**config.mk**
```make
export PLATFORM = sky130hd
export DESIGN_NAME = lmpq_front
export DESIGN_NICKNAME = d
export VERILOG_FILES = /design/src/rtl/lmpq_pkg.sv /design/src/rtl/lmpq_front.sv
export SDC_FILE = /design/constraint.sdc
export NUM_CORES = 1
export LEC_CHECK = 0
export BUFFER_PORTS_ARGS = -buffer_cell sky130_fd_sc_hd__buf_4
export CAP_MARGIN = 20
export CORE_MARGIN = 3
export CORE_UTILIZATION = 48
export DETAILED_ROUTE_END_ITERATION = 7
export PLACE_DENSITY = 0.83
export SYNTH_ARGS = -nofsm -noshare
export SYNTH_HDL_FRONTEND = slang
export SYNTH_SLANG_ARGS = --single-unit
```
**constraint.sdc**
```tcl
create_clock -name clk -period 4.93 [get_ports clk]
set_input_delay 0.7395 -clock clk [delete_from_list [all_inputs] [get_ports clk]]
set_output_delay 0.7395 -clock clk [all_outputs]
set_load 0.02 [all_outputs]
```
**src/rtl/lmpq_pkg.sv**
```systemverilog
`timescale 1ns / 1ps
`default_nettype none
// ----------------------------------------------------------------------------
// lmpq_pkg
// Shared types, codes and sizes of the linear move planner queue.
// ----------------------------------------------------------------------------
package lmpq_pkg;

	// move store size
	localparam int QUEUE_DEPTH = 16;
	localparam int PTR_W       = (QUEUE_DEPTH > 1) ? $clog2(QUEUE_DEPTH) : 1;
	localparam int CNT_W       = $clog2(QUEUE_DEPTH + 1);

	// fixed widths of the fields
	localparam int COORD_W = 32;
	localparam int VEL_W   = 24;
	localparam int LEN_W   = 33;
	localparam int SUM_W   = 66;
	localparam int PROD_W  = 64;

	// iteration counts of the shared units
	localparam int ROOT_STEPS = 33;
	localparam int DIV_STEPS  = 24;

	// reset values of the speed registers, Q8.16
	localparam logic [VEL_W-1:0] RAPID_SPEED_RESET = 24'd786432;
	localparam logic [VEL_W-1:0] FEED_SPEED_RESET  = 24'd393216;

	// register indexes
	localparam logic [1:0] REG_RAPID_SPEED = 2'd0;
	localparam logic [1:0] REG_FEED_SPEED  = 2'd1;
	localparam logic [1:0] REG_RAPID_ACCEL = 2'd2;

	typedef enum logic [1:0] {
		CMD_SET   = 2'd0,
		CMD_RAPID = 2'd1,
		CMD_FEED  = 2'd2,
		CMD_DONE  = 2'd3
	} cmd_t;

	typedef enum logic [1:0] {
		ST_ACCEPTED = 2'd0,
		ST_ISSUED   = 2'd1,
		ST_EMPTY    = 2'd2,
		ST_FULL     = 2'd3
	} status_t;

	typedef enum logic [1:0] {
		K_SET  = 2'd0,
		K_MOVE = 2'd1,
		K_DONE = 2'd2
	} kind_t;

	// classified command handed from front to back
	typedef struct packed {
		kind_t                kind;
		logic                 rapid;
		logic [COORD_W-1:0]   x;
		logic [COORD_W-1:0]   y;
		logic [COORD_W-1:0]   z;
	} item_t;

	// one planned move: flags bit 0..2 directions, bit 3 rapid
	typedef struct packed {
		logic [3:0]                 flags;
		logic [2:0][COORD_W-1:0]    travel;
		logic [2:0][VEL_W-1:0]      vel;
	} entry_t;

	typedef struct packed {
		status_t                    status;
		logic [2:0]                 dir;
		logic [2:0][COORD_W-1:0]    travel;
		logic [2:0][VEL_W-1:0]      vel;
		logic [VEL_W-1:0]           accel;
	} result_t;

	// circular pointer advance for any depth
	function automatic logic [PTR_W-1:0] next_ptr(input logic [PTR_W-1:0] ptr);
		logic [PTR_W-1:0] nxt;
		if (ptr == PTR_W'(QUEUE_DEPTH - 1)) begin
			nxt = '0;
		end else begin
			nxt = ptr + PTR_W'(1);
		end
		return nxt;
	endfunction

endpackage
`default_nettype wire

```
**src/rtl/lmpq_front.sv**
```systemverilog
`timescale 1ns / 1ps
`default_nettype none
// ----------------------------------------------------------------------------
// lmpq_front
// Accepts commands, classifies them and buffers them in a two-entry queue.
// ----------------------------------------------------------------------------
module lmpq_front (
	input  wire logic                          clk,
	input  wire logic                          arst_n,
	input  wire logic                          in_valid,
	output logic                               in_stall,
	input  wire logic [1:0]                    command,
	input  wire logic [lmpq_pkg::COORD_W-1:0]  target_x,
	input  wire logic [lmpq_pkg::COORD_W-1:0]  target_y,
	input  wire logic [lmpq_pkg::COORD_W-1:0]  target_z,
	output logic                               item_valid,
	output lmpq_pkg::item_t                    item,
	input  wire logic                          item_pop
);

	lmpq_pkg::item_t buf_q [2];
	logic            wr_q;
	logic            rd_q;
	logic [1:0]      cnt_q;
	lmpq_pkg::item_t cls;
	logic            push;

	// classify the incoming command
	always_comb begin
		cls.rapid = 1'b0;
		cls.x     = target_x;
		cls.y     = target_y;
		cls.z     = target_z;
		unique case (lmpq_pkg::cmd_t'(command))
			lmpq_pkg::CMD_SET:   cls.kind = lmpq_pkg::K_SET;
			lmpq_pkg::CMD_RAPID: begin
				cls.kind  = lmpq_pkg::K_MOVE;
				cls.rapid = 1'b1;
			end
			lmpq_pkg::CMD_FEED:  cls.kind = lmpq_pkg::K_MOVE;
			default:             cls.kind = lmpq_pkg::K_DONE;
		endcase
	end

	assign in_stall   = (cnt_q == 2'd2);
	assign push       = in_valid && !in_stall;
	assign item_valid = (cnt_q != 2'd0);
	assign item       = buf_q[rd_q];

	// queue storage
	always_ff @(posedge clk) begin
		if (push) begin
			buf_q[wr_q] <= cls;
		end
	end

	// queue pointers
	always_ff @(posedge clk or negedge arst_n) begin
		if (!arst_n) begin
			wr_q  <= 1'b0;
			rd_q  <= 1'b0;
			cnt_q <= 2'd0;
		end else begin
			if (push) begin
				wr_q <= ~wr_q;
			end
			if (item_pop) begin
				rd_q <= ~rd_q;
			end
			case ({push, item_pop})
				2'b10:   cnt_q <= cnt_q + 2'd1;
				2'b01:   cnt_q <= cnt_q - 2'd1;
				default: cnt_q <= cnt_q;
			endcase
		end
	end

endmodule
`default_nettype wire

```
==> results_dict.tcl <==
set metrics [dict create \
    p_leak_nw 4.083 \
    fmax_mhz 336.1 \
    grt_pass1_wl_um 21270 \
    initial_core_util 0.4934 \
    reg2reg_from "cnt_q[0]" \
    grt_max_degree 57 \
    numPortBuffers 202 \
    rrSetupSlack_ns 2.55 \
    rows 46 \
    routed_via_density 4.805 \
    drt-initial-drc-count 162 \
    grtUsageMet1 0.1767 \
    core-area_mm2 0.01594 \
    slew_violations 0 \
    die_x_um 134.0 \
    design_area_mm2 0.01013 \
    placed_cells 741 \
    die_y_um 134.0 \
    multiInputGateArea_mm2 0.001610 \
    hold_slack_ns 0.04654 \
    synth_area_mm2 0.007866 \
    yosys.cell_types.count 14 \
    period_minus_slack_ns 2.975 \
    syn_to_final_growth_pct 28.84 \
    power-per-cell-area_mw_per_mm2 623.3 \
    grt-busiest-layer "met2" \
    routed_wl_um 13680 \
    worst_pin_slew_ns 0.9126 \
    fill_cells 1100 \
    cts_resized 0 \
    cts_buffers 21 \
    drcViolationCount 0 \
    antenna_found_initial 0 \
    cts_sinks 202 \
    syn_inst 329 \
    synth_fp_nets 434 \
    grt_overflow 0 \
    wire_per_inst_um 17.63 \
    ys_seq_area_frac 0.7686 \
    dpl.hpwl_um 9308 \
    diodes 0 \
    ys_ff_latch 202 \
    start_kind "flop" \
    post-route-util 0.6357 \
    final_common_cell "buf_4" \
    required_ns 4.19 \
    instances_no_fill 776 \
    grt_pass1_vias 4117 \
    clk_latency_ns 0.48 \
    placed_area_mm2 0.009495 \
    rsz0062_at_grt "false" \
    hold_violations 0 \
    maxCapViolCount 0 \
    finClkSkew_ns 0.01205 \
    grt_util_met2 0.2558 \
    worstPathArrival_ns 2.24 \
    maxSlewHeadroom 0.3916 \
    num-nets-final 653 \
    yosys_warnings 0 \
    die_area_mm2 0.01796 \
    clk_path_buf_depth 3 \
    status "finished, final reports clean" \
    crit_start "rd_q" \
    pre_cts_ws_ns 2.291 \
    power_mw 6.317 \
    first_pass_iters 4 \
    vias 3729 \
    drive_gt1_frac 0.6018 \
    crit_fanout 49 \
    fin_setup_tns_ns 0 \
    end_kind "output pin" \
    mostFrequentLayoutCells "207 x buf_4, 198 x edfxtp_1, 99 x mux2_4" \
    min_period_over_period 0.6035 \
    worstSetupPathType "flop to output pin" \
    htreeDepth 1 \
    cts_tree "built" \
    finalSetupViolCount 0 \
    hold_class "primary input to asynchronous set/reset pin" \
    root_buffer "clkbuf_16" \
    worst_slack_ns 1.955 \
    ioPinCount 203 \
    cts.clk_slew.worst_paths_ns 0.06 \
    cts_hold_buf 0 \
    postCtsSetupBuffers 0 \
    globalplace.congestion 0.7210 \
    grtUsageTotal 0.1488 \
    use_met3 0.05401 \
    max-vdd-ir-drop_uv 564.7 \
    postRouteAntennaNets 0 \
    seqCellArea_mm2 0.006050 \
    syn_area_per_cell_um2 23.91 \
]
==> cell usage after synthesis <==
cell type,n,area (µm²)
ha_1,3,37.54
inv_1,3,11.26
nand2b_1,1,6.260
edfxtp_1,198,5946
buf_12,10,200.2
nand2_1,1,3.750
buf_6,1,11.26
dfrtp_1,4,100.1
xor2_1,2,17.52
or2_2,1,6.260
nor2_1,2,7.510
mux2_4,99,1486
and3_1,1,6.260
xnor2_1,3,26.28
==> layout make-up <==
class	instances	area share
inverters	3	0.001111
flip-flops and latches	202	0.5969
clock inverters	11	0.01012
repair buffers	207	0.1533
well taps	216	0.02667
multi-input cells	113	0.1589
clock buffers	24	0.05296
==> worst paths after layout <==
kind                           endpoint  cells past startpoint
max reg2reg                buf_q[1][81]                      3
max in group asynchronous          rd_q                      1
min                            cnt_q[0]                      1
max                            item[63]                      3
min reg2reg                    cnt_q[1]                      1
min in group clk                   rd_q                      2
==> report_power, final <==
part | internal [mW] | switching (mW) | leakage (nW) | total (mW)
Combinational | 1.17 | 1.23 | 1.88 | 2.39
Sequential | 2.36 | 0.109 | 1.89 | 2.46
Clock | 0.880 | 0.580 | 0.315 | 1.46
Total | 4.40 | 1.91 | 4.08 | 6.32
==> flip-flops by register name (all words and copies together) (netlist names) <==
register / cells
cnt_q: 2
buf_q: 198
rd_q: 1
wr_q: 1
==> layer usage <==
metal	vias up	wire length (µm)
li1	1733	-
met3	30	1311
met4	0	318
met1	1816	5138
met5	-	0
met2	150	6909
==> worst max-delay path, cell delays in order (launching register included) <==
cell     delay, ns
dfrtp_4       0.46
buf_4         0.71
mux2_4        0.36
buf_4         0.16
==> cells by family after synthesis <==
group | synth area share
xor+xnor | 0.005568
fa+ha+maj | 0.004772
buf+inv | 0.02831
flops | 0.7686
mux | 0.1890
simple gates | 0.003819
(Power assumes the default switching activity.)
