## src/rtl/lmpq_pkg.sv

```systemverilog
`timescale 1ns / 1ps
`default_nettype none
// ----------------------------------------------------------------------------
// lmpq_pkg
// Shared types, codes and sizes of the linear move planner queue.
// ----------------------------------------------------------------------------
package lmpq_pkg;

	// move store size
	localparam int QUEUE_DEPTH = 16;
	localparam int PTR_W       = (QUEUE_DEPTH > 1) ? $clog2(QUEUE_DEPTH) : 1;
	localparam int CNT_W       = $clog2(QUEUE_DEPTH + 1);

	// fixed widths of the fields
	localparam int COORD_W = 32;
	localparam int VEL_W   = 24;
	localparam int LEN_W   = 33;
	localparam int SUM_W   = 66;
	localparam int PROD_W  = 64;

	// iteration counts of the shared units
	localparam int ROOT_STEPS = 33;
	localparam int DIV_STEPS  = 24;

	// reset values of the speed registers, Q8.16
	localparam logic [VEL_W-1:0] RAPID_SPEED_RESET = 24'd786432;
	localparam logic [VEL_W-1:0] FEED_SPEED_RESET  = 24'd393216;

	// register indexes
	localparam logic [1:0] REG_RAPID_SPEED = 2'd0;
	localparam logic [1:0] REG_FEED_SPEED  = 2'd1;
	localparam logic [1:0] REG_RAPID_ACCEL = 2'd2;

	typedef enum logic [1:0] {
		CMD_SET   = 2'd0,
		CMD_RAPID = 2'd1,
		CMD_FEED  = 2'd2,
		CMD_DONE  = 2'd3
	} cmd_t;

	typedef enum logic [1:0] {
		ST_ACCEPTED = 2'd0,
		ST_ISSUED   = 2'd1,
		ST_EMPTY    = 2'd2,
		ST_FULL     = 2'd3
	} status_t;

	typedef enum logic [1:0] {
		K_SET  = 2'd0,
		K_MOVE = 2'd1,
		K_DONE = 2'd2
	} kind_t;

	// classified command handed from front to back
	typedef struct packed {
		kind_t                kind;
		logic                 rapid;
		logic [COORD_W-1:0]   x;
		logic [COORD_W-1:0]   y;
		logic [COORD_W-1:0]   z;
	} item_t;

	// one planned move: flags bit 0..2 directions, bit 3 rapid
	typedef struct packed {
		logic [3:0]                 flags;
		logic [2:0][COORD_W-1:0]    travel;
		logic [2:0][VEL_W-1:0]      vel;
	} entry_t;

	typedef struct packed {
		status_t                    status;
		logic [2:0]                 dir;
		logic [2:0][COORD_W-1:0]    travel;
		logic [2:0][VEL_W-1:0]      vel;
		logic [VEL_W-1:0]           accel;
	} result_t;

	// circular pointer advance for any depth
	function automatic logic [PTR_W-1:0] next_ptr(input logic [PTR_W-1:0] ptr);
		logic [PTR_W-1:0] nxt;
		if (ptr == PTR_W'(QUEUE_DEPTH - 1)) begin
			nxt = '0;
		end else begin
			nxt = ptr + PTR_W'(1);
		end
		return nxt;
	endfunction

endpackage
`default_nettype wire

```

## src/rtl/lmpq_div.sv

```systemverilog
`timescale 1ns / 1ps
`default_nettype none
// ----------------------------------------------------------------------------
// lmpq_div
// Restoring divider for the axis velocity, one quotient bit per cycle.
// ----------------------------------------------------------------------------
module lmpq_div (
	input  wire logic                               clk,
	input  wire logic                               arst_n,
	input  wire logic                               start,
	input  wire logic [lmpq_pkg::VEL_W+31:0]        dividend,
	input  wire logic [lmpq_pkg::LEN_W-1:0]         divisor,
	output logic                                    done,
	output logic [lmpq_pkg::VEL_W-1:0]              quotient
);

	localparam int CNT_W = $clog2(lmpq_pkg::DIV_STEPS + 1);
	localparam int DVD_W = lmpq_pkg::VEL_W + 32;

	logic [lmpq_pkg::LEN_W-1:0] rem_q;
	logic [lmpq_pkg::VEL_W-1:0] low_q;
	logic [lmpq_pkg::LEN_W-1:0] div_q;
	logic [CNT_W-1:0]           cnt_q;
	logic                       busy_q;
	logic                       done_q;
	logic [lmpq_pkg::LEN_W:0]   t;
	logic [lmpq_pkg::LEN_W:0]   diff;

	// quotient fits the speed width, so the top part starts as remainder
	always_comb begin
		t    = {rem_q, low_q[lmpq_pkg::VEL_W-1]};
		diff = t - {1'b0, div_q};
	end

	always_ff @(posedge clk or negedge arst_n) begin
		if (!arst_n) begin
			rem_q  <= '0;
			low_q  <= '0;
			div_q  <= '0;
			cnt_q  <= '0;
			busy_q <= 1'b0;
			done_q <= 1'b0;
		end else begin
			done_q <= 1'b0;
			if (start) begin
				rem_q  <= {1'b0, dividend[DVD_W-1:lmpq_pkg::VEL_W]};
				low_q  <= dividend[lmpq_pkg::VEL_W-1:0];
				div_q  <= divisor;
				cnt_q  <= CNT_W'(lmpq_pkg::DIV_STEPS);
				busy_q <= 1'b1;
			end else if (busy_q) begin
				if (t >= {1'b0, div_q}) begin
					rem_q <= diff[lmpq_pkg::LEN_W-1:0];
					low_q <= {low_q[lmpq_pkg::VEL_W-2:0], 1'b1};
				end else begin
					rem_q <= t[lmpq_pkg::LEN_W-1:0];
					low_q <= {low_q[lmpq_pkg::VEL_W-2:0], 1'b0};
				end
				cnt_q <= cnt_q - CNT_W'(1);
				if (cnt_q == CNT_W'(1)) begin
					busy_q <= 1'b0;
					done_q <= 1'b1;
				end
			end
		end
	end

	assign done     = done_q;
	assign quotient = low_q;

endmodule
`default_nettype wire
```

## config.mk

```make
export PLATFORM = sky130hd
export DESIGN_NAME = lmpq_div
export DESIGN_NICKNAME = d
export VERILOG_FILES = /design/src/rtl/lmpq_pkg.sv /design/src/rtl/lmpq_div.sv
export SDC_FILE = /design/constraint.sdc
export NUM_CORES = 1
export LEC_CHECK = 0
export ABC_AREA = 1
export BUFFER_PORTS_ARGS = -buffer_cell sky130_fd_sc_hd__buf_4
export CAP_MARGIN = 0
export CORE_MARGIN = 2
export CORE_UTILIZATION = 35
export CTS_BUF_LIST = sky130_fd_sc_hd__clkbuf_4 sky130_fd_sc_hd__clkbuf_8
export CTS_CLUSTER_SIZE = 12
export DETAILED_ROUTE_END_ITERATION = 8
export PLACE_DENSITY = 0.62
export SLEW_MARGIN = 10
export SYNTH_ARGS = -nofsm -noshare
export SYNTH_HDL_FRONTEND = slang
export SYNTH_SLANG_ARGS = --single-unit
```

## constraint.sdc

```tcl
create_clock -name clk -period 2.55 [get_ports clk]
set_input_delay 0.51 -clock clk [delete_from_list [all_inputs] [get_ports clk]]
set_output_delay 0.51 -clock clk [all_outputs]
set_load 0.1 [all_outputs]
```

==> out/qor.csv <==
stage,metric,value,unit
run_status,outcome,finished clean,
floorplanning,die width,144,um
timing,Post-Route Setup TNS,0,ns
drt,Avg WL per Cell,15.1,um
layout,fin area,0.00830,mm2
global_route,gr usage total,20.7,%
pwr,worst vdd ir,0.360,mV
synth,register area share after synthesis,35.2,%
timing,RSZ-0062 raised after global routing,false,
drt,vias per inst,4.88,
drt,First DRT Iteration DRCs,382,
clocking,CTS tree,yes,
synth,top post-synthesis cells by area,"dfrtp_1, nand2_1, inv_1, ha_1, nand3_1",
layout,area grow syn2layout,20.3,%
setup_path,Critical path buffers and inverters,2,
layout,layout cells sized above 1,16.9,%
setup_path,"most used cell, CP",nand2_1,
place,global placement routability congestion,0.962,
setup_path,CP arrival,2.62,ns
layout,Layout Nets,1240,
pwr,Pwr Total,8.87,mW
job,number of max-cap violations,0,
place,HPWL Detailed,15800,um
clocking,H-tree depth,3,
floorplanning,row count,51,
global_route,total gr overflow,0,
setup_path,Worst Setup End Kind,flip-flop,
synth,Post-Syn Area,0.00690,mm2
place,PortBufs,116,
setup_path,crit-path cells,"inv_1, ha_1, inv_1, fa_2, nand3_1, nand3_2, nand2_1, nand2_1, nand2_1, nand2_1, nand2_1, nand2_1, nand2_1, nand3_1, nand2_1, nand2_1",
setup_path,CP peak stage delay,0.42,ns
clocking,CTS Buf Count,9,
global_route,largest net degree at the start of global routing,98,
timing,period utilization,91.4,%
layout,fillcell total,2163,
layout,# diodes,0,
timing,final slew viol count,0,
drt,Pre-antenna DRT Iters,5,
synth,post-synth top area cell,dfrtp_1,
clocking,PostCTS Resize Cnt,0,
clocking,clk sink count,97,
synth,"Distinct cells, synth",41,
setup_path,slowest CP cell,dfrtp_2,
pwr,PD cells,1070,mW/mm2
clocking,Worst-path clk slew,0.12,ns
synth,Seq cells post-synth,97,
synth,syn avg cell area,6.89,um2
global_route,initial antenna violation count,0,
floorplanning,Die Y,144,um
drt,WL final,20800,um
setup_path,flop-to-flop setup slack,0.22,ns
timing,skew final,0.0200,ns
pwr,leakage dissipation,4.36,nW
synth,Syn Inst Count,1001,
clocking,Max clock buf depth,2,
global_route,global-route wire length before repair,33600,um
floorplanning,Starting Density,35.6,%
layout,post-layout util,42.8,%
setup_path,family with the most delay on the worst path,simple AND/OR/NAND/NOR gates,
place,placed inst area,0.00811,mm2
setup_path,Startpoint Class,flip-flop,
min_path,Hold Path Class,in2async,
timing,Hold Fails Final Rpt,0,
synth,Synth warnings,0,
timing,fmax,429,MHz
setup_path,crit path max fanout,4,
synth,Yosys top cell area share,35.2,%
drt,# DRC,0,
floorplanning,I/O pins,117,
floorplanning,Die Area,0.0209,mm2
global_route,vias in the first global route,6501,
setup_path,critical path class,reg2reg,
synth,Syn Nets,1129,
clocking,"Setup Fix Bufs, Post-CTS",0,
timing,Final setup viols,0,
timing,worst slew pin tran,0.567,ns
clocking,root buf cell,clkbuf_8,
timing,Slew headroom,62.2,%
timing,Tmin final,2.33,ns
drt,Detail Route Antenna Nets,0,
setup_path,CP Data Required Time,2.84,ns
clocking,hold-fix buffers at CTS,0,
clocking,worst skew pair latency,0.40,ns
drt,Vias,6751,
floorplanning,core area,0.0194,mm2
## final timing paths
| check | start | end | cells after the start |
|---|---|---|---|
| worst max-delay path | quotient[23] | rem_q[28] | 16 |
| worst min-delay path | arst_n | div_q[22] | 2 |
| worst max register to register | quotient[23] | rem_q[28] | 16 |
| worst min register to register | cnt_q[2] | cnt_q[2] | 1 |
| max in group asynchronous | arst_n | quotient[23] | 2 |
| min in group clk | divisor[14] | div_q[14] | 3 |
## per-layer routing
| metal | part of all wire (%) | wire length, um | up-vias | track usage, % |
|---|---|---|---|---|
| met5 | 0 | 0 | - | 0 |
| met1 | 47 | 9810 | 3119 | 28.4 |
| met3 | 5.5 | 1150 | 24 | 3.41 |
| met4 | 1.9 | 390 | 0 | 6.39 |
| li1 | - | - | 3424 | - |
| met2 | 46 | 9490 | 184 | 33.6 |
## sequential cells by signal (all words and copies together) (netlist names)
signal	cells
busy_q	1
quotient	24
done	1
rem_q	33
cnt_q	5
div_q	33
## area by class of cell
class                           instances  area [um2]  share of cell area (%)
Multi-Input combinational cell        731        3820                    46.0
Sequential cell                        97        2430                    29.3
Timing Repair Buffer                  131        1010                    12.2
Inverter                              142         533                    6.42
Tap cell                              265         332                    4.00
Clock buffer                            9         124                    1.49
Clock inverter                          7        56.3                   0.678
## cell families after synthesis
kind of cell,Yosys count,synth area share [%]
and+or+nand+nor,532,33.7
buffers and inverters,173,9.79
AOI/OAI and AO/OA,148,12.8
DFF,97,35.2
adders and majority gates,36,6.64
xor gates and xnor gates,15,1.90
## cell usage after synthesis (all sizes together)
cell,count
nand4,7
a31oi,1
o21bai,7
o21ai,61
a21oi,32
nor3,6
o211ai,11
buf,8
dfrtp,97
xor2,1
nand3,70
nor2,79
nand3b,13
ha,35
a21o,1
or2,2
nor4,3
clkbuf,23
o221ai,3
and2,1
inv,140
fa,1
a22oi,31
o22ai,1
nand2,351
xnor2,14
clkinv,2
## per-stage QoR
step                      std cells  worst slack (ns)  hold WS [ns]
after floorplan                1001             0.153         0.214
after global placement         1366             0.265         0.480
after detailed placement       1366             0.162         0.486
after CTS                      1382             0.118         0.176
after global routing           1382           0.00347         0.217
final                          1382             0.218         0.152
## where the power goes
group | internal (mW) | leakage [nW] | switching (mW) | total, mW
Clock | 0.373 | 0.0967 | 0.644 | 1.02
Combinational | 1.94 | 3.10 | 3.72 | 5.66
Sequential | 1.90 | 1.16 | 0.292 | 2.19
## cell usage in the layout (no fill, tap or decap), types with 2 or more instances in the layout
master,n
o21ai_0,50
or2_2,2
inv_2,5
clkinv_1,2
o21ai_1,11
nor3_2,2
nand3_1,67
nor3_1,4
buf_4,129
xnor2_1,14
a21oi_1,31
o221ai_1,3
inv_1,135
nor2_4,6
nand3b_1,13
o21bai_1,7
nand4_1,7
dfrtp_1,96
clkinv_2,2
inv_6,4
nor2_1,66
buf_12,2
clkbuf_8,9
nand2_1,337
nand3_2,3
o211ai_1,11
nand2_8,2
ha_1,35
nor4_1,3
nor2_2,6
a22oi_1,31
nand2_2,11
Note: power is estimated with default switching activity, not from simulation.
