File: src/rtl/lmpq_pkg.sv
`timescale 1ns / 1ps
`default_nettype none
// ----------------------------------------------------------------------------
// lmpq_pkg
// Shared types, codes and sizes of the linear move planner queue.
// ----------------------------------------------------------------------------
package lmpq_pkg;

	// move store size
	localparam int QUEUE_DEPTH = 16;
	localparam int PTR_W       = (QUEUE_DEPTH > 1) ? $clog2(QUEUE_DEPTH) : 1;
	localparam int CNT_W       = $clog2(QUEUE_DEPTH + 1);

	// fixed widths of the fields
	localparam int COORD_W = 32;
	localparam int VEL_W   = 24;
	localparam int LEN_W   = 33;
	localparam int SUM_W   = 66;
	localparam int PROD_W  = 64;

	// iteration counts of the shared units
	localparam int ROOT_STEPS = 33;
	localparam int DIV_STEPS  = 24;

	// reset values of the speed registers, Q8.16
	localparam logic [VEL_W-1:0] RAPID_SPEED_RESET = 24'd786432;
	localparam logic [VEL_W-1:0] FEED_SPEED_RESET  = 24'd393216;

	// register indexes
	localparam logic [1:0] REG_RAPID_SPEED = 2'd0;
	localparam logic [1:0] REG_FEED_SPEED  = 2'd1;
	localparam logic [1:0] REG_RAPID_ACCEL = 2'd2;

	typedef enum logic [1:0] {
		CMD_SET   = 2'd0,
		CMD_RAPID = 2'd1,
		CMD_FEED  = 2'd2,
		CMD_DONE  = 2'd3
	} cmd_t;

	typedef enum logic [1:0] {
		ST_ACCEPTED = 2'd0,
		ST_ISSUED   = 2'd1,
		ST_EMPTY    = 2'd2,
		ST_FULL     = 2'd3
	} status_t;

	typedef enum logic [1:0] {
		K_SET  = 2'd0,
		K_MOVE = 2'd1,
		K_DONE = 2'd2
	} kind_t;

	// classified command handed from front to back
	typedef struct packed {
		kind_t                kind;
		logic                 rapid;
		logic [COORD_W-1:0]   x;
		logic [COORD_W-1:0]   y;
		logic [COORD_W-1:0]   z;
	} item_t;

	// one planned move: flags bit 0..2 directions, bit 3 rapid
	typedef struct packed {
		logic [3:0]                 flags;
		logic [2:0][COORD_W-1:0]    travel;
		logic [2:0][VEL_W-1:0]      vel;
	} entry_t;

	typedef struct packed {
		status_t                    status;
		logic [2:0]                 dir;
		logic [2:0][COORD_W-1:0]    travel;
		logic [2:0][VEL_W-1:0]      vel;
		logic [VEL_W-1:0]           accel;
	} result_t;

	// circular pointer advance for any depth
	function automatic logic [PTR_W-1:0] next_ptr(input logic [PTR_W-1:0] ptr);
		logic [PTR_W-1:0] nxt;
		if (ptr == PTR_W'(QUEUE_DEPTH - 1)) begin
			nxt = '0;
		end else begin
			nxt = ptr + PTR_W'(1);
		end
		return nxt;
	endfunction

endpackage
`default_nettype wire

File: src/rtl/lmpq_sqrt.sv
`timescale 1ns / 1ps
`default_nettype none
// ----------------------------------------------------------------------------
// lmpq_sqrt
// Integer square root of the sum of squares, two radicand bits per cycle.
// ----------------------------------------------------------------------------
module lmpq_sqrt (
	input  wire logic                        clk,
	input  wire logic                        arst_n,
	input  wire logic                        start,
	input  wire logic [lmpq_pkg::SUM_W-1:0]  radicand,
	output logic                             done,
	output logic [lmpq_pkg::LEN_W-1:0]       root
);

	localparam int CNT_W = $clog2(lmpq_pkg::ROOT_STEPS + 1);

	logic [lmpq_pkg::SUM_W-1:0] rad_q;
	logic [lmpq_pkg::LEN_W-1:0] root_q;
	logic [lmpq_pkg::LEN_W:0]   rem_q;
	logic [CNT_W-1:0]           cnt_q;
	logic                       busy_q;
	logic                       done_q;
	logic [lmpq_pkg::LEN_W+2:0] t;
	logic [lmpq_pkg::LEN_W+2:0] trial;

	// one digit of the root
	always_comb begin
		t     = {rem_q, rad_q[lmpq_pkg::SUM_W-1 -: 2]};
		trial = {1'b0, root_q, 2'b01};
	end

	always_ff @(posedge clk or negedge arst_n) begin
		if (!arst_n) begin
			rad_q  <= '0;
			root_q <= '0;
			rem_q  <= '0;
			cnt_q  <= '0;
			busy_q <= 1'b0;
			done_q <= 1'b0;
		end else begin
			done_q <= 1'b0;
			if (start) begin
				rad_q  <= radicand;
				root_q <= '0;
				rem_q  <= '0;
				cnt_q  <= CNT_W'(lmpq_pkg::ROOT_STEPS);
				busy_q <= 1'b1;
			end else if (busy_q) begin
				rad_q <= {rad_q[lmpq_pkg::SUM_W-3:0], 2'b00};
				if (t >= trial) begin
					rem_q  <= (lmpq_pkg::LEN_W+1)'(t - trial);
					root_q <= {root_q[lmpq_pkg::LEN_W-2:0], 1'b1};
				end else begin
					rem_q  <= (lmpq_pkg::LEN_W+1)'(t);
					root_q <= {root_q[lmpq_pkg::LEN_W-2:0], 1'b0};
				end
				cnt_q <= cnt_q - CNT_W'(1);
				if (cnt_q == CNT_W'(1)) begin
					busy_q <= 1'b0;
					done_q <= 1'b1;
				end
			end
		end
	end

	assign done = done_q;
	assign root = root_q;

endmodule
`default_nettype wire

File: config.mk
export PLATFORM = sky130hd
export DESIGN_NAME = lmpq_sqrt
export DESIGN_NICKNAME = d
export VERILOG_FILES = /design/src/rtl/lmpq_pkg.sv /design/src/rtl/lmpq_sqrt.sv
export SDC_FILE = /design/constraint.sdc
export NUM_CORES = 1
export LEC_CHECK = 0
export BUFFER_PORTS_ARGS = -buffer_cell sky130_fd_sc_hd__buf_2
export CORE_MARGIN = 5
export CORE_UTILIZATION = 60
export CTS_CLUSTER_SIZE = 10
export DETAILED_ROUTE_END_ITERATION = 7
export GPL_ROUTABILITY_DRIVEN = 0
export PLACE_DENSITY = 0.82
export SKIP_CTS_REPAIR_TIMING = 1
export SYNTH_ARGS = -nofsm -noshare
export SYNTH_HDL_FRONTEND = slang
export SYNTH_SLANG_ARGS = --single-unit
export TNS_END_PERCENT = 10
File: constraint.sdc
create_clock -name clk -period 4.25 [get_ports clk]
set_input_delay 0.2125 -clock clk [delete_from_list [all_inputs] [get_ports clk]]
set_output_delay 0.2125 -clock clk [all_outputs]
set_load 0.05 [all_outputs]
==> impl_metrics.toml, run 1 <==
[sta]
slew_violations = 0
setup_violations = 0
period_minus_slack_ns = 3.432
whs_ns = -0.003709
slew_headroom = 0.3401
max_slew.worst_pin.slew_ns = 0.9898
fin_crit_sh = 0.8076
rsz0062_at_grt = "no"
finalClockSkew_ns = 0.008615
setup_tns_ns = 0
fmax_ghz = 0.2914
final-hold-violation-count = 3

[power]
p_leak_uw = 0.005175
vdd_ir_drop_max_mv = 0.4601
power.density_nw_per_um2 = 711.4

[routing]
drt_iter0_markers = 413
vias_per_cell = 5.661
postRouteAntennaNets = 0
drc = 0
drt-total-wl_um = 18010
dr.pass1.iters = 5
wl_per_cell_um = 15.45
vias = 6595

[synthesis]
async_reset_ff_frac = 1.000
synth_nets = 998
synthCells = 892
yosysWarnings = 0
syn_area_per_cell_um2 = 9.301
syn_area_um2 = 8297
synth_edf_count = 0
yosys.area.top_type_share = 0.4253
synth_top_area_cell = "dfrtp_1"
synth_ff_type = "dfrtp_1"
yosysSeqAreaShare = 0.4253
synthTopCellsByArea = "dfrtp_1 (43%), mux2i_1 (14%), ha_1 (5.6%)"
synth_seq_cells = 141
synth_cell_types = 55

[floorplanning]
rows = 43
die_x_um = 127.6
die_h_um = 127.6
io_pins = 103
die-area_um2 = 16280
start_util = 0.6047
coreArea_um2 = 13720

[layout]
layout_commonest_cell = "dfrtp_1"
fillers = 1062
fin_cells = 1165
num_antenna_cells = 0
area_growth_pct = 15.70
register_area_um2 = 3532
multi_input_area_um2 = 4370
drive_gt1_frac = 0.1523
final_cell_mix = "dfrtp_1 (140), mux2i_1 (120), nand2_1 (110), buf_2 (100), nor2_1 (91)"
final_nets = 1079

[clock_network]
cts_made_buffers = 17
clock_path_buffers = 2
cts-root-buf = "clkbuf_16"
path_clk_slew_ns = 0.06
htreeDepth = 4
clock_sinks = 141
cts_tree = "done"
clock_latency_ns = 0.42

[grt]
grt_pass1_vias = 6627
grt_remaining_overflow = 0
grt_use_total = 0.2276
grt_pass1_wl_um = 30640
antenna_found_initial = 0
grt_max_degree = 120

[place]
io_buffers = 102
hpwl_um = 11790
dp.cells = 1131

[run]
drv_cap = 0

[worst_hold_path]
min_path_type = "input pin to flop"

[setup_path]
critPathRequiredTime_ns = 4.49
critPathMaxFanout = 15
startpoint_type = "flop"
path_class = "flop to flop"
worst_ep_arrival_time_ns = 3.67
cp-end-kind = "flop"

[run_status]
violations = "hold timing"
status = "finished with violations"
metrics by stage:
step | hold WS (ns) | util | setup WS (ns) | cell area, um^2 | total power [uW]
5_1_grt | 0.001178 | 0.6997 | 0.5923 | 9599 | 7295
3_3_place_gp | 0.4024 | 0.6493 | 0.9904 | 8909 | 5030
4_1_cts | -0.04352 | 0.6975 | 0.8226 | 9569 | 6833
2_1_floorplan | -0.08309 | - | 1.149 | 8297 | 4496
3_5_place_dp | 0.3969 | 0.6493 | 0.8498 | 8909 | 5113
6_report | -0.003709 | 0.6997 | 0.8177 | 9599 | 6829
state kept, by name, indices dropped and copies added, names as in the netlist:
name / count
busy_q: 1
cnt_q: 6
done: 1
rad_q: 66
rem_q: 34
root: 33
synthesized netlist by cell type (2+ instances only):
cell       count
dfrtp_1      141
mux2i_1      120
nand2_1      110
nor2_1        91
o21ai_0       82
inv_1         47
clkbuf_1      41
ha_1          37
a21oi_1       34
xnor2_1       24
a211oi_1      23
a21o_1        11
nand2b_1      10
nor3_1        10
o21a_1         9
xor2_1         9
a311oi_1       8
buf_1          7
nand4_1        7
o211ai_1       7
o21ai_1        5
o21bai_1       5
a31oi_1        4
and3_1         4
a21boi_0       3
nand3_1        3
nor3b_1        3
a2111oi_0      2
a211o_1        2
a31o_2         2
buf_8          2
nand3b_1       2
nand4b_1       2
nor2b_1        2
o2111ai_1      2
o22ai_1        2
area by class of cell:
class                      count  area share
clock inverter                12     0.02164
multi-input combinational    653      0.4553
inverter                      47     0.01838
clock buffer                  19     0.04718
tap                          180     0.02346
sequential                   141      0.3680
timing repair buffer         113     0.06608
layer usage:
metal  share of wire  track usage
met3           0.045      0.05560
met5               0            0
met1            0.45       0.2893
met4           0.015      0.06804
met2            0.49       0.3868
where the power goes:
part	switching, uW	internal, uW	total (uW)
clock	590	1080	1670
sequential	243	1600	1840
combinational	1820	1500	3320
worst paths after layout:
kind	start	end	slack [ns]	depth (start not counted)
min reg2reg	cnt_q[5]$_DFFE_PN0P_	cnt_q[5]$_DFFE_PN0P_	0.54	2
max	root[7]$_DFFE_PN0P_	rem_q[29]$_DFFE_PN0P_	0.82	12
min	radicand[8]	rad_q[8]$_DFFE_PN0P_	-0.004	3
max reg2reg	root[7]$_DFFE_PN0P_	rem_q[29]$_DFFE_PN0P_	0.82	12
max in group asynchronous	arst_n	rad_q[34]$_DFFE_PN0P_	2.82	3
min in group asynchronous	arst_n	root[13]$_DFFE_PN0P_	0.42	2
logic make-up (layout without fill, tap and decap cells):
group / count (synthesis) / after routing / synth area share
simple gates: 251 / 251 / 0.1301
flops: 141 / 141 / 0.4253
fa+ha+maj: 37 / 37 / 0.05580
compound gates: 212 / 212 / 0.1612
xor+xnor: 33 / 33 / 0.03484
buf+inv: 98 / 191 / 0.04796
mux: 120 / 120 / 0.1448
critical path, stage by stage, from the launching register on:
cell and delay, ns:
dfrtp_1 0.39, inv_1 0.06, ha_1 0.37, and4_1 0.28, nand3_1 0.12, a311o_1 0.35
a21oi_2 0.16, o21a_2 0.17, o21ai_2 0.09, a32oi_4 0.69, buf_4 0.28, mux2i_1 0.20
a211oi_1 0.10
Note: power is estimated with default switching activity, not from simulation.
==> run 2, diff against run 1 <==
--- a/config.mk
+++ b/config.mk
@@ -5,13 +5,14 @@
 export SDC_FILE = /design/constraint.sdc
 export NUM_CORES = 1
 export LEC_CHECK = 0
+export ABC_AREA = 1
 export BUFFER_PORTS_ARGS = -buffer_cell sky130_fd_sc_hd__buf_2
 export CORE_MARGIN = 5
-export CORE_UTILIZATION = 60
+export CORE_UTILIZATION = 54
 export CTS_CLUSTER_SIZE = 10
 export DETAILED_ROUTE_END_ITERATION = 7
 export GPL_ROUTABILITY_DRIVEN = 0
-export PLACE_DENSITY = 0.82
+export PLACE_DENSITY = 0.77
 export SKIP_CTS_REPAIR_TIMING = 1
 export SYNTH_ARGS = -nofsm -noshare
 export SYNTH_HDL_FRONTEND = slang
==> constraint.sdc (replaced) <==
create_clock -name clk -period 2.85 [get_ports clk]
set_input_delay 0.1425 -clock clk [delete_from_list [all_inputs] [get_ports clk]]
set_output_delay 0.1425 -clock clk [all_outputs]
set_load 0.05 [all_outputs]
==> run 2 against run 1 <==
The run still ends with hold timing left; die area increased by 20%; clock skew increased by 0.0029 ns; utilization decreased by 5.6 points; power increased by 60%; maximum frequency increased by 42%; first-iteration DRC count increased by 41%; design area increased by 11%; non-clock buffer count increased by 30; critical path depth unchanged; sequential power increased by 41%; critical endpoint is now rem_q[28]$_DFFE_PN0P_.
==> impl_metrics.toml, run 2 <==
[floorplanning]
coreArea_um2 = 16520
die_x_um = 139.7
rows = 47
die-area_um2 = 19510
io_pins = 103
start_util = 0.5496
die_h_um = 139.7

[power]
p_leak_uw = 0.005743
power.density_nw_per_um2 = 1028
vdd_ir_drop_max_mv = 0.5087

[setup_path]
ff2ff_setup_slack_ns = 0.43
startpoint_type = "flop"
cp-end-kind = "flop"
critPathRequiredTime_ns = 3.17
critPathMaxFanout = 15
path_class = "flop to flop"
reg2reg_to = "rem_q[28]$_DFFE_PN0P_"
worst_ep_arrival_time_ns = 2.74
r2r-start = "root[13]$_DFFE_PN0P_"
reg2regPathDepth = 12

[grt]
grt_pass1_wl_um = 39320
grt_max_degree = 80
grt-busiest-layer = "met2"
grtUsageMet2 = 0.4085
met3_usage = 0.06175
grt_use_total = 0.2421
antenna_found_initial = 0
grt_remaining_overflow = 0
grt_pass1_vias = 8289
met1_usage = 0.3116

[routing]
drc = 0
vias_per_cell = 5.269
dr.pass1.iters = 5
vias = 8499
drt-total-wl_um = 23380
postRouteAntennaNets = 0
wl_per_cell_um = 14.49
drt_iter0_markers = 584

[synthesis]
syn_area_um2 = 9081
synth_nets = 1373
yosysSeqAreaShare = 0.3885
synth_top_area_cell = "dfrtp_1"
synthCells = 1267
syn_area_per_cell_um2 = 7.167
yosysMostFrequentCell = "nand2_1"
synth_seq_cells = 141
synth_edf_count = 0
synth_ff_type = "dfrtp_1"
yosys.area.top_type_share = 0.3885
yosysWarnings = 0
synthTopCellsByArea = "dfrtp_1 (39%), nand2_1 (17%), inv_1 (8.6%)"
synth_cell_types = 40
async_reset_ff_frac = 1.000
yosys-top-cells-count = "nand2_1 (404), inv_1 (208), dfrtp_1 (141), o21ai_0 (76), o211ai_1 (63)"

[place]
hpwl_um = 16990
io_buffers = 102
dp.cells = 1555
placed_area_um2 = 9792
dp_slack_ns = 0.4251

[layout]
design_area_um2 = 10630
largest_register_ffs = 66
num_antenna_cells = 0
drive_gt1_frac = 0.1385
fin_cells = 1613
area_growth_pct = 17.10
final_nets = 1486
layout_commonest_cell = "nand2_1"
final_cell_mix = "nand2_1 (404), inv_1 (207), dfrtp_1 (141), buf_2 (101), o21ai_0 (76)"
postLayoutCoreUtil = 0.6435
top_register = "rad_q"

[clock_network]
cts_made_buffers = 17
cts-root-buf = "clkbuf_16"
clock_path_buffers = 2
path_clk_slew_ns = 0.06
cts_tree = "done"
clock_latency_ns = 0.43
clock_sinks = 141
htreeDepth = 4

[sta]
final-hold-violation-count = 25
setup_violations = 0
fmax_ghz = 0.4126
fin_crit_sh = 0.8504
max_slew.worst_pin.slew_ns = 0.7432
slew_violations = 0
whs_ns = -0.01972
setup_ws_ns = 0.4263
period_minus_slack_ns = 2.424
slew_headroom = 0.5045
rsz0062_at_grt = "no"
finalClockSkew_ns = 0.01151
setup_tns_ns = 0

[worst_hold_path]
worstHoldEndpoint = "rad_q[57]$_DFFE_PN0P_"
min_path_type = "input pin to flop"
hold_depth = 3
min_from = "radicand[57]"

[run_status]
violations = "hold timing"
status = "finished with violations"

[run]
drv_cap = 0
==> run 2: routing by layer <==
metal | routed length, um | up-vias
met2 | 11200 | 253
met3 | 1664 | 42
met4 | 525 | 0
li1 | - | 4289
met5 | 0 | -
met1 | 9982 | 3915
==> run 2: where the power goes <==
part / leakage, uW / switching (uW) / total, uW / internal, uW
sequential: 0.00174 / 222 / 2590 / 2370
clock: 0.000289 / 911 / 2230 / 1320
combinational: 0.00371 / 3990 / 6110 / 2120
total: 0.00574 / 5120 / 10900 / 5810
==> run 2: kinds of logic after synthesis <==
kind of cell,Yosys count,synth area share
and+or+nand+nor,586,0.2800
buffers and inverters,262,0.1153
AOI/OAI and AO/OA,224,0.1488
DFF,141,0.3885
adders and majority gates,37,0.05098
xor gates and xnor gates,17,0.01640
==> run 2: final cells by class <==
| type | instances | area, um^2 |
|---|---|---|
| clock buffer | 19 | 442.9 |
| clock inverter | 13 | 138.9 |
| fill | 1470 | 5891 |
| inverter | 213 | 803.3 |
| multi-input combinational | 864 | 4506 |
| sequential | 141 | 3528 |
| tap | 220 | 275.3 |
| timing repair buffer | 143 | 939.7 |
==> run 2: critical path: stages, from the launching register on <==
cell and delay, ns:
dfrtp_1 0.34, inv_1 0.08, ha_1 0.37, a21oi_1 0.28, nand2_1 0.13, a21oi_2 0.20, nand2_1 0.07, nand2_1 0.09
nand4_4 0.24, nand2_4 0.32, nand2_1 0.08, nand2_1 0.07, nand2_1 0.04
==> run 2: how the worst max path moves through the flow <==
stage          cells past startpoint  slack, ns                  from                    end
2_1_floorplan                     13       0.50  root[13]$_DFFE_PN0P_  rem_q[26]$_DFFE_PN0P_
3_3_place_gp                      12       0.48  root[13]$_DFFE_PN0P_  rem_q[28]$_DFFE_PN0P_
3_5_place_dp                      12       0.43  root[13]$_DFFE_PN0P_  rem_q[31]$_DFFE_PN0P_
4_1_cts                           12       0.43  root[13]$_DFFE_PN0P_  rem_q[31]$_DFFE_PN0P_
5_1_grt                           12       0.17  root[13]$_DFFE_PN0P_  rem_q[28]$_DFFE_PN0P_
6_report                          12       0.43  root[13]$_DFFE_PN0P_  rem_q[28]$_DFFE_PN0P_
==> run 2: stage by stage <==
stage | hold WS, ns | total power, uW
2_1_floorplan | -0.1531 | 7244
3_3_place_gp | 0.2349 | 8421
3_5_place_dp | 0.2439 | 8556
4_1_cts | -0.2064 | 10830
5_1_grt | 0.0007136 | 11880
6_report | -0.01972 | 10930
==> run 3, diff against run 2 <==
--- a/config.mk
+++ b/config.mk
@@ -7,6 +7,7 @@
 export LEC_CHECK = 0
 export ABC_AREA = 1
 export BUFFER_PORTS_ARGS = -buffer_cell sky130_fd_sc_hd__buf_2
+export CORE_ASPECT_RATIO = 1.4
 export CORE_MARGIN = 5
 export CORE_UTILIZATION = 54
 export CTS_CLUSTER_SIZE = 10
==> run 3 against run 2 <==
The run still ends with hold timing left; register-to-register slack lost 0.07 ns; largest power group unchanged; largest cell class unchanged; highest routed layer unchanged; sequential cell count is the same; global-route usage grew 0.86 points.
==> impl_metrics.toml, run 3 (synthesized netlist as in run 2, its figures left out) <==
[grt]
grt_pass1_wl_um = 39370
grt_remaining_overflow = 0
grt_pass1_vias = 8465
grt_use_total = 0.2507
antenna_found_initial = 0
grt_max_degree = 91

[sta]
setup_violations = 0
setup_ws_ns = 0.3542
setup_tns_ns = 0
period_minus_slack_ns = 2.496
fmax_ghz = 0.4007
whs_ns = -0.04032
max_slew.worst_pin.slew_ns = 1.071
slew_headroom = 0.2819
rsz0062_at_grt = "no"
finalClockSkew_ns = 0.01202
slew_violations = 0
fin_crit_sh = 0.8757
final-hold-violation-count = 21

[layout]
layout_commonest_cell = "nand2_1"
final_cell_mix = "nand2_1 (404), inv_1 (207), dfrtp_1 (141), buf_2 (101), o21ai_0 (76)"
area_growth_pct = 17.87
register_area_um2 = 3528
design_area_um2 = 10700
fin_cells = 1604
drive_gt1_frac = 0.1370
num_antenna_cells = 0
final_nets = 1495
top_register = "rad_q"
fillers = 1473
largest_register_ffs = 66
multi_input_area_um2 = 4506

[floorplanning]
die_h_um = 163.4
rows = 56
io_pins = 103
die_x_um = 119.6
start_util = 0.5446
coreArea_um2 = 16680
die-area_um2 = 19550

[run_status]
violations = "hold timing"
status = "finished with violations"

[power]
p_leak_uw = 0.005782
power.density_nw_per_um2 = 1034
vdd_ir_drop_max_mv = 0.4531

[setup_path]
worst_ep_arrival_time_ns = 2.82
path_class = "flop to flop"
r2r-start = "root[0]$_DFFE_PN0P_"
cp-end-kind = "flop"
ff2ff_setup_slack_ns = 0.35
reg2regPathDepth = 12
reg2reg_to = "rem_q[3]$_DFFE_PN0P_"
critPathRequiredTime_ns = 3.17
startpoint_type = "flop"
critPathMaxFanout = 14

[run]
drv_cap = 0

[worst_hold_path]
min_from = "radicand[16]"
worstHoldEndpoint = "rad_q[16]$_DFFE_PN0P_"
min_path_type = "input pin to flop"
hold_depth = 3

[clock_network]
clock_sinks = 141
cts_made_buffers = 17
cts-root-buf = "clkbuf_16"
clock_latency_ns = 0.44
htreeDepth = 4
clock_path_buffers = 2
path_clk_slew_ns = 0.07
cts_tree = "done"

[routing]
drc = 0
vias_per_cell = 5.356
dr.pass1.iters = 5
drt-total-wl_um = 24080
vias = 8591
drt_iter0_markers = 501
wl_per_cell_um = 15.01
postRouteAntennaNets = 0

[place]
dp.cells = 1537
io_buffers = 102
hpwl_um = 17130
dp_slack_ns = 0.3934
placed_area_um2 = 9738
## run 3: worst max-delay path by stage
stage / start / to / slack [ns]
6_report: root[0]$_DFFE_PN0P_ / rem_q[3]$_DFFE_PN0P_ / 0.35
5_1_grt: root[0]$_DFFE_PN0P_ / rem_q[5]$_DFFE_PN0P_ / 0.17
4_1_cts: root[0]$_DFFE_PN0P_ / rem_q[2]$_DFFE_PN0P_ / 0.36
3_5_place_dp: root[0]$_DFFE_PN0P_ / rem_q[8]$_DFFE_PN0P_ / 0.39
3_3_place_gp: root[0]$_DFFE_PN0P_ / rem_q[5]$_DFFE_PN0P_ / 0.41
2_1_floorplan: root[13]$_DFFE_PN0P_ / rem_q[26]$_DFFE_PN0P_ / 0.50
## run 3: critical path: stages (launching register included)
cell	delay [ns]
dfrtp_1	0.42
inv_1	0.14
ha_1	0.42
nand2_1	0.12
nor2_1	0.20
nand2_1	0.10
nor3_2	0.16
nand3_2	0.11
nand4_4	0.22
buf_4	0.27
nand2_1	0.08
nand3_1	0.09
nand2_1	0.05
## run 3: routing by layer
layer / up-vias / global-route usage / wire length, um
met5: - / 0 / 0
met4: 0 / 0.1459 / 1280
met3: 88 / 0.05542 / 1326
met2: 265 / 0.4354 / 12240
met1: 3940 / 0.2828 / 9236
li1: 4298 / - / -
## run 3: layout make-up
type | count | area share
Clock buffer | 17 | 0.03974
Multi-Input combinational cell | 864 | 0.4209
Timing Repair Buffer | 152 | 0.09410
Sequential cell | 141 | 0.3296
Clock inverter | 14 | 0.01683
Tap cell | 203 | 0.02373
Inverter | 213 | 0.07504
## run 3: where the power goes
| group | switching (uW) | internal [uW] |
|---|---|---|
| registers | 229 | 2370 |
| logic | 4000 | 2140 |
| clock network | 941 | 1390 |
## run 3: metrics by stage
stage / total power, uW / utilization / hold slack (ns)
6_report: 11070 / 0.6419 / -0.04032
3_5_place_dp: 8617 / 0.5840 / 0.1645
5_1_grt: 12010 / 0.6419 / -0.002750
4_1_cts: 11000 / 0.6203 / -0.2973
3_3_place_gp: 8521 / 0.5840 / 0.1609
2_1_floorplan: 7244 / - / -0.1531
